## config.mk

```make
export PLATFORM = sky130hd
export DESIGN_NAME = lswc_div
export DESIGN_NICKNAME = d
export VERILOG_FILES = /design/src/rtl/lswc_pkg.sv /design/src/rtl/lswc_div.sv
export SDC_FILE = /design/constraint.sdc
export NUM_CORES = 1
export LEC_CHECK = 0
export ABC_AREA = 1
export BUFFER_PORTS_ARGS = -buffer_cell sky130_fd_sc_hd__clkbuf_2
export CAP_MARGIN = 20
export CORE_UTILIZATION = 58
export CTS_BUF_LIST = sky130_fd_sc_hd__clkbuf_4
export DETAILED_ROUTE_END_ITERATION = 8
export PLACE_DENSITY = 0.74
export SYNTH_ARGS = -nofsm -noshare
export SYNTH_HDL_FRONTEND = slang
export SYNTH_SLANG_ARGS = --single-unit
```

## constraint.sdc

```tcl
create_clock -name clk -period 4.2 [get_ports clk]
set_clock_uncertainty 0.15 [all_clocks]
set_input_delay 0.84 -clock clk [delete_from_list [all_inputs] [get_ports clk]]
set_output_delay 0.84 -clock clk [all_outputs]
set_load 0.05 [all_outputs]
```

## src/rtl/lswc_pkg.sv

```systemverilog
`timescale 1ns / 1ps

package lswc_pkg;

	localparam int COORD_BITS = 16;
	localparam int LANES      = 4;

	typedef logic signed [COORD_BITS-1:0] coord_t;
	typedef logic        [COORD_BITS-1:0] mag_t;
	typedef logic        [2*COORD_BITS-1:0] prod_t;
	typedef logic signed [COORD_BITS:0]   wide_t;
	typedef logic signed [COORD_BITS+1:0] ext_t;

	// nine-way region codes
	typedef enum logic [3:0] {
		RGN_INSIDE = 4'd0,
		RGN_TOP    = 4'd1,
		RGN_LEFT   = 4'd2,
		RGN_RIGHT  = 4'd3,
		RGN_BOTTOM = 4'd4,
		RGN_TL     = 4'd5,
		RGN_TR     = 4'd6,
		RGN_BL     = 4'd7,
		RGN_BR     = 4'd8
	} region_t;

	// register indexes
	localparam logic [1:0] CFG_LEFT   = 2'd0;
	localparam logic [1:0] CFG_BOTTOM = 2'd1;
	localparam logic [1:0] CFG_RIGHT  = 2'd2;
	localparam logic [1:0] CFG_TOP    = 2'd3;

	localparam coord_t LEFT_RST   = coord_t'(-9830);
	localparam coord_t BOTTOM_RST = coord_t'(-6554);
	localparam coord_t RIGHT_RST  = coord_t'(9830);
	localparam coord_t TOP_RST    = coord_t'(6554);

	// intersection lanes
	localparam int LANE_SV = 0;
	localparam int LANE_SH = 1;
	localparam int LANE_EV = 2;
	localparam int LANE_EH = 3;

	typedef struct packed {
		coord_t left;
		coord_t bottom;
		coord_t right;
		coord_t top;
	} window_t;

	typedef struct packed {
		logic   ok;
		logic   neg;
		logic   vert;
		coord_t base;
		coord_t edge_pos;
	} lane_t;

	typedef struct packed {
		lane_t side;
		mag_t  num;
		mag_t  den;
		mag_t  dv;
	} setup_t;

	typedef struct packed {
		region_t rs;
		region_t re;
		coord_t  sx;
		coord_t  sy;
		coord_t  ex;
		coord_t  ey;
	} item_t;

	function automatic region_t region_of(coord_t x, coord_t y, window_t w);
		logic xmid, ymid;
		region_t r;
		xmid = (x >= w.left) && (x <= w.right);
		ymid = (y >= w.bottom) && (y <= w.top);
		if (xmid && ymid) r = RGN_INSIDE;
		else if (xmid && y >= w.top) r = RGN_TOP;
		else if (ymid && x <= w.left) r = RGN_LEFT;
		else if (ymid && x >= w.right) r = RGN_RIGHT;
		else if (xmid && y <= w.bottom) r = RGN_BOTTOM;
		else if (x <= w.left && y >= w.top) r = RGN_TL;
		else if (x >= w.right && y >= w.top) r = RGN_TR;
		else if (x <= w.left && y <= w.bottom) r = RGN_BL;
		else r = RGN_BR;
		return r;
	endfunction

endpackage

```

## src/rtl/lswc_div.sv

```systemverilog
`timescale 1ns / 1ps

module lswc_div (
	input  logic           clk,
	input  logic           en,
	input  lswc_pkg::prod_t dividend,
	input  lswc_pkg::mag_t  divisor,
	output lswc_pkg::mag_t  quotient
);
	import lswc_pkg::*;

	// restoring division, one quotient bit per stage
	mag_t rem_sd [COORD_BITS];
	mag_t lo_sd  [COORD_BITS];
	mag_t dvs_sd [COORD_BITS];
	mag_t quo_sd [COORD_BITS];

	for (genvar i = 0; i < COORD_BITS; i++) begin : g_stage
		mag_t rem_in, lo_in, dvs_in, quo_in;
		logic [COORD_BITS:0] trial, diff;
		logic take;

		if (i == 0) begin : g_first
			assign rem_in = dividend[2*COORD_BITS-1:COORD_BITS];
			assign lo_in  = dividend[COORD_BITS-1:0];
			assign dvs_in = divisor;
			assign quo_in = '0;
		end else begin : g_next
			assign rem_in = rem_sd[i-1];
			assign lo_in  = lo_sd[i-1];
			assign dvs_in = dvs_sd[i-1];
			assign quo_in = quo_sd[i-1];
		end

		assign trial = {rem_in, lo_in[COORD_BITS-1]};
		assign diff  = trial - {1'b0, dvs_in};
		assign take  = trial >= {1'b0, dvs_in};

		always_ff @(posedge clk) begin
			if (en) begin
				rem_sd[i] <= take ? diff[COORD_BITS-1:0] : trial[COORD_BITS-1:0];
				lo_sd[i]  <= {lo_in[COORD_BITS-2:0], 1'b0};
				dvs_sd[i] <= dvs_in;
				quo_sd[i] <= {quo_in[COORD_BITS-2:0], take};
			end
		end
	end

	assign quotient = quo_sd[COORD_BITS-1];
endmodule

```

==> results.md, run 1 <==
* Outcome: finished, final reports clean
* Most common cell after layout, fill and taps aside: nand2_1
* Finished Layout Cells at 6307
* DR vias/cell at 5.160
* CTS Buffer Depth at 3
* Tightest Pin Transition at 0.7901 ns
* Critical path launch point type: flop
* Worst Path Arrival at 3.34 ns
* Leakage at 0.02368 µW
* Cell Area, Synth at 42730 µm²
* Reg2reg setup slack at 1.42 ns
* CP endpoint: rem_sd[1][62]$_DFFE_PP_
* Yosys warns at 0
* Setup Total Neg Slack at 0 ns
* Height of the die at 273.4 µm
* Max Clk Rate at 0.3598 GHz
* Syn Inst Count at 4940
* Period utilization at 0.6617
* Filler instances at 6279
* Tot GR Track Use at 0.2716
* Worst Setup End Kind: flop
* Final min period at 2.779 ns
* Worst-Skew Late Latency at 1.03 ns
* Share of cells above drive strength 1 at 0.08848
* CP Data Required Time at 4.76 ns
* Reg2reg path depth at 11
* Setup Viol. Count Final at 0
* Routed Antenna Nets at 0
* Largest fanout on the critical path at 17
* Pwr/cell area at 661.0 nW/µm²
* RSZ-0062 raised after global routing: no
* H-tree levels at 4
* Register area share after synthesis at 0.5172
* Largest net degree at the start of global routing at 118
* Fin Hold WS at 0.1401 ns
* Syn Nets at 5261
* Layout area overhead at 9.768%
* Placed insts at 5932
* Yosys reg bits at 736
* Number of I/O pins at 66
* Post-CTS Setup Inserts at 0
* Worst R2R End: rem_sd[1][62]$_DFFE_PP_
* CTS Buf Count at 188
* Vias in the first global route at 30707
* Clk sinks at 736
* Cell Rows at 99
* Relative slew slack at 0.4692
* Worst hold path type: input pin to flop
* Final setup margin at 1.421 ns
* CTS tree: done
* Input/output buffers at 65
* Type of the worst setup path: flop to flop
* Crit. Startpoint: rem_sd[1][42]$_DFFE_PP_
* DP HPWL at 76480 µm
* Die W at 273.4 µm
* Clk root buf: clkbuf_4
* DR vias at 32547
* Drt first pass iters at 6
* First-pass GRT wire length at 158500 µm
* Starting Density at 0.5857
* Initial antenna violation count at 1
* Post-Place Setup Slack at 1.116 ns
* Maximum vdd drop at 0.3862 mV
* Final nets at 5531
* R2r startpoint: rem_sd[1][42]$_DFFE_PP_
* Most frequent cells in the layout: nand2_1 (1821), inv_1 (951), edfxtp_1 (736)
* Final Hold Fails at 0
* Distinct cells, synth at 40
* Max-cap violations at 0
* DRC Markers at 0
* Ranking of synthesized cells by area: edfxtp_1 (52%), nand2_1 (16%), inv_1 (8.4%)
* GR Overflow Total at 0
* Largest area contributor in the netlist: edfxtp_1
* Starting DRT DRC Count at 2756
* Yosys top cell area share at 0.5172
* Max Transition Viols Final at 0
* Total core area at 72960 µm²
* Syn avg cell area at 8.651 µm²
* Routed wire length at 100800 µm
* Die area at 74770 µm²
* RePlAce Congestion at 0.9308
* WL per Instance at 15.99 µm
* Reg clk slew, reported paths at 0.07 ns
==> area by class of cell <==
| cell class | instances | area [µm²] | area share |
|---|---|---|---|
| Inverter | 959 | 3600 | 0.07674 |
| Sequential cell | 736 | 22100 | 0.4712 |
| Tap cell | 959 | 1200 | 0.02558 |
| Clock inverter | 71 | 460.4 | 0.009816 |
| Timing Repair Buffer | 133 | 1013 | 0.02161 |
| Clock buffer | 255 | 1914 | 0.04081 |
| Multi-Input combinational cell | 3192 | 16610 | 0.3542 |
| Antenna cell | 2 | 5.005 | 0.0001067 |
==> kinds of logic (layout without fill, tap and decap cells) <==
| kind of cell | count (synthesis) | after routing | synth area share |
|---|---|---|---|
| AND/OR/NAND/NOR | 2652 | 2652 | 0.2655 |
| buffers and inverters | 1012 | 1418 | 0.09404 |
| other | 0 | 2 | 0 |
| adder cells (fa/ha/maj) | 271 | 271 | 0.08198 |
| flip-flops | 736 | 736 | 0.5172 |
| AO/OA/AOI/OAI | 176 | 176 | 0.02225 |
| XOR/XNOR | 93 | 93 | 0.01906 |
==> sequential cells by signal (all words and copies together), names as in the netlist <==
register	count
dvs_sd	240
rem_sd	240
quo_sd	136
lo_sd	120
==> critical path: stages, from the launching register on <==
cell	delay, ns
edfxtp_1	0.46
ha_1	0.42
nand2_1	0.16
inv_2	0.05
nand2_1	0.09
nor2_2	0.06
nand3_1	0.06
nand2_1	0.08
nor2_4	0.41
nand2_4	0.25
nand2_1	0.14
nand2_1	0.14
==> per-layer routing <==
metal | share of wire | track usage | vias up | wire, µm
met4 | 0.029 | 0.1034 | 0 | 2974
li1 | - | - | 16473 | -
met3 | 0.061 | 0.04061 | 180 | 6114
met2 | 0.45 | 0.4262 | 1009 | 45270
met1 | 0.46 | 0.3817 | 14885 | 46480
met5 | 0 | 0 | - | 0
==> how the worst min path moves through the flow <==
stage,start,endpoint,slack (ns),cells after the start
after global placement,lo_sd[0][0]$_DFFE_PP_,lo_sd[0][16]$_DFFE_PP_,0.25,0
after CTS,en,dvs_sd[0][8]$_DFFE_PP_,0.05,1
final,en,lo_sd[0][17]$_DFFE_PP_,0.14,1
after floorplan,lo_sd[0][84]$_DFFE_PP_,lo_sd[0][100]$_DFFE_PP_,0.25,0
after global routing,en,lo_sd[0][24]$_DFFE_PP_,0.11,1
after detailed placement,lo_sd[0][20]$_DFFE_PP_,lo_sd[0][36]$_DFFE_PP_,0.25,0
==> what timing repair did <==
action	4_1_cts	5_1_grt
hold buffers	47	0
hold endpoints to repair	47	0
resized for setup	0	0
==> metrics by stage <==
stage / util / instance area, µm² / power [µW]
3_5_place_dp: 0.6039 / 44060 / 24810
4_1_cts: 0.6429 / 46900 / 31050
2_1_floorplan: - / 42730 / 21330
6_report: 0.6429 / 46910 / 31010
3_3_place_gp: 0.6039 / 44060 / 24610
5_1_grt: 0.6429 / 46910 / 33520
==> cells in the mapped netlist, drive strengths merged <==
cell    count
nand2    1855
inv       959
edfxtp    736
nand3     391
ha        256
nor2      217
a21oi     133
xor2       72
nand4      71
buf        50
nor3       47
nand3b     37
xnor2      21
o21ai      18
fa         15
and2       14
o21a       11
or2        11
o21bai     10
and3        5
nor4        4
a21boi      3
clkbuf      3
a21o        1
==> power breakdown <==
group	internal, µW	switching [µW]
sequential	10300	1010
combinational	4570	9060
clock	3140	2920
No activity file was read; power rests on OpenSTA's default activity.
==> run 2: changes to the inputs <==
Settings changed: ABC_AREA 1 to 0, PLACE_DENSITY 0.74 to 0.77.
Clock period 4.2 ns to 2.29 ns, I/O delays scaled along.
==> run 2 against run 1 <==
Compared with the run above: wire length rose by 36%; sequential share of layout area fell by 7.3 points; largest power group unchanged; sequential cell count did not move; combinational power rose to 3.3 times the previous value; clock-buffer cell count did not move; highest routed layer is now met5; non-clock buffer count rose by 1193; die area fell by 11%; the run now ends with hold timing, setup timing left; synthesized cell count fell by 40%; first-iteration DRC count rose by 31%.
==> results.md, run 2 <==
* Initial antenna violation count at 5 (+4)
* Worst Path Arrival at 4.00 ns (+0.66 ns)
* CTS tree: done
* CTS Buffer Depth at 3 (unchanged)
* Worst-Skew Late Latency at 1.19 ns (+0.16 ns)
* Input/output buffers at 65 (unchanged)
* Starting Density at 0.5874 (+0.001698)
* Top routing layer in use: met5
* M1 wire length at 49450 µm (+6.4%)
* Commonest cells post-synth: edfxtp_1 (736), inv_1 (328), ha_1 (256)
* Vias in the first global route at 33233 (+8.2%)
* Most frequent CP cell: buf_4
* Tightest Pin Transition at 0.6793 ns (-0.1108 ns)
* Max incr delay on CP at 0.52 ns (+0.06 ns)
* Reg clk slew, reported paths at 0.11 ns (+0.04 ns)
* Most frequent cells in the layout: buf_4 (1057), edfxtp_1 (736), inv_1 (277)
* Setup Viol. Count Final at 259 (+259)
* Drt first pass iters at 8 (+2)
* Delay-heaviest family, CP: compound AO/OA/AOI/OAI gates
* DR vias at 33181 (+1.9%)
* Final nets at 4769 (-14%)
* DP HPWL at 72980 µm (-4.6%)
* Layout area overhead at 46.61%
* Syn Inst Count at 2973 (-40%)
* Slowest cell on crit path: fa_1
* Final Hold Fails at 1 (+1)
* Number of I/O pins at 66 (unchanged)
* EDFF count, synth at 736 (unchanged)
* Worst hold path type: input pin to flop
* Buf/Inv on CP at 3 (+2)
* Post-synth top flop: edfxtp_1
* Leakage at 0.02390 µW (+0.92%)
* Max Clk Rate at 0.3008 GHz (-16%)
* Yosys reg bits at 736 (unchanged)
* Reg2reg setup slack at -1.03 ns (-2.46 ns)
* Period utilization at 1.452 (+0.7902)
* Most common cell after layout, fill and taps aside: buf_4
* Maximum vdd drop at 0.7790 mV (+100%)
* Top flop regs: dvs_sd: 240 flops, rem_sd: 240 flops, quo_sd: 136 flops
* Largest fanout on the critical path at 3 (-14)
* Height of the die at 257.5 µm (-5.8%)
* CTS Buf Count at 185 (-1.6%)
* Starting DRT DRC Count at 3623 (+31%)
* DR vias/cell at 6.098 (+18%)
* Ranking of synthesized cells by area: edfxtp_1 (58%), ha_1 (8.5%), mux2_2 (4.4%)
* Met2 wire length at 64390 µm (+42%)
* Max-cap violations at 0 (unchanged)
* RSZ-0062 raised after global routing: yes
* CP Data Required Time at 2.96 ns (-1.80 ns)
* Max Transition Viols Final at 0 (unchanged)
* Die W at 257.5 µm (-5.8%)
* Routed wire length at 136800 µm (+36%)
* Cell Area, Synth at 37870 µm² (-11%)
* Clk root buf: clkbuf_4
* Crit-path cells: buf_4, inv_1, fa_1, nor2b_1, o21ai_0, a21oi_1, o211ai_1, buf_4, o21ai_1, xor2_1, mux2_4
* FFs w/ async S/R, synth at 0 (unchanged)
* Syn avg cell area at 12.74 µm² (+47%)
* Outcome: finished, violations left
* Cell Rows at 93 (-6.1%)
* Fin Hold WS at -0.04617 ns (-0.1863 ns)
* Yosys warns at 0 (unchanged)
* Design Area, Final at 55520 µm² (+18%)
* Total core area at 64460 µm² (-12%)
* Critical path launch point type: flop
* DRC Markers at 0 (unchanged)
* Violated checks: hold timing, setup timing
* Filler instances at 2917 (-54%)
* Largest area contributor in the netlist: edfxtp_1
* Worst Setup End Kind: flop
* Die area at 66310 µm² (-11%)
* Type of the worst setup path: flop to flop
* Largest net degree at the start of global routing at 74 (-37%)
* Final min period at 3.325 ns (+0.5457 ns)
* Routed Antenna Nets at 0 (unchanged)
* Pwr/cell area at 1395 nW/µm² (+110%)
* Tot GR Track Use at 0.3584 (+0.08679)
* Dpl cell area at 47710 µm² (+8.3%)
* Distinct cells, synth at 90 (+130%)
* Register area share after synthesis at 0.5836 (+0.06646)
* First-pass GRT wire length at 182900 µm (+15%)
* Clk sinks at 736 (unchanged)
* Relative slew slack at 0.5444 (+0.07516)
* Top-count cell post-synth: edfxtp_1
* Post-Place Setup Slack at -0.8812 ns (-1.997 ns)
* Share of cells above drive strength 1 at 0.4703 (+0.3819)
* Yosys top cell area share at 0.5836 (+0.06646)
* GR Overflow Total at 0 (unchanged)
* DR WL met3 at 13310 µm (+120%)
* WL per Instance at 25.14 µm (+57%)
* Final setup margin at -1.035 ns (-2.456 ns)
* H-tree levels at 4 (unchanged)
* Syn Nets at 3294 (-37%)
* RePlAce Congestion at 0.9381 (+0.78%)
-- run 2: changes by cell type after synthesis, sizes merged, moves of 49 or more --
cell / before / now
inv: 959 / 330
xnor2: 21 / 102
o21a: 11 / 63
o21ai: 18 / 132
a21oi: 133 / 182
nor2b: 0 / 51
mux2: 0 / 156
a21o: 1 / 64
nand2: 1855 / 109
nand3: 391 / 42
-- run 2: final timing paths --
check / from / cells past startpoint / endpoint
max reg2reg: rem_sd[0][0]$_DFFE_PP_ / 11 / rem_sd[0][28]$_DFFE_PP_
max: rem_sd[0][0]$_DFFE_PP_ / 11 / rem_sd[0][28]$_DFFE_PP_
min: divisor[2] / 5 / rem_sd[0][3]$_DFFE_PP_
min reg2reg: quo_sd[1][74]$_DFFE_PP_ / 0 / quo_sd[1][91]$_DFFE_PP_
-- run 2: metrics by stage --
step	setup TNS, ns	util	total power (µW)	cells
final	-151.54	0.8612	77450	5441
after global routing	-162.51	0.8612	80160	5440
after CTS	-110.83	0.8319	70480	5348
after detailed placement	-141.38	0.7401	54170	4807
after global placement	-125.01	0.7401	52860	4807
after floorplan	-72.61	-	40380	2973
-- run 2: repair_timing --
item / 4_1_cts / 5_1_grt
gates cloned: 7 / 4
hold endpoints to repair: 692 / 6
setup endpoints to repair: 255 / 271
buffers inserted: 145 / 108
hold buffers: 77 / 8
gates resized for setup: 381 / 276
pin swaps: 114 / 130
-- run 2: area by class of cell --
type,instances,area [µm²],share of cell area
clock inverter,68,390.4,0.007031
timing repair buffer,1326,11060,0.1993
antenna,2,5.005,0.00009015
tap,855,1070,0.01927
sequential,736,22100,0.3981
inverter,330,1299,0.02339
timing repair inverter,2,22.52,0.0004057
multi-input combinational,1867,17650,0.3180
clock buffer,255,1914,0.03448
-- run 2: metal layers --
metal,GRT usage,vias up
met4,0.1844,8
met5,0,-
met2,0.5915,2357
met3,0.07427,785
li1,-,14172
met1,0.4472,15859
-- run 2: logic make-up after synthesis --
family	after synthesis	synth area share
DFF	736	0.5836
AOI/OAI and AO/OA	666	0.1171
and+or+nand+nor	592	0.07841
buffers and inverters	371	0.03836
adders and majority gates	271	0.09252
muxes	187	0.05528
xor gates and xnor gates	150	0.03469
-- run 2: power by group --
part / total [µW] / leakage (µW) / switching, µW / internal, µW
registers: 21500 / 0.00718 / 2300 / 19200
logic: 44400 / 0.0153 / 21100 / 23200
clock network: 11600 / 0.00136 / 6360 / 5280
total: 77500 / 0.0239 / 29800 / 47700
-- run 2: worst reg2reg max path, delay by kind of cell (launching register included) --
kind            cells  cell delay, ns
buf+inv             3            0.50
xor+xnor            1            0.10
fa+ha+maj           1            0.53
simple gates        1            0.19
flops               1            0.50
compound gates      4            0.71
mux                 1            0.28
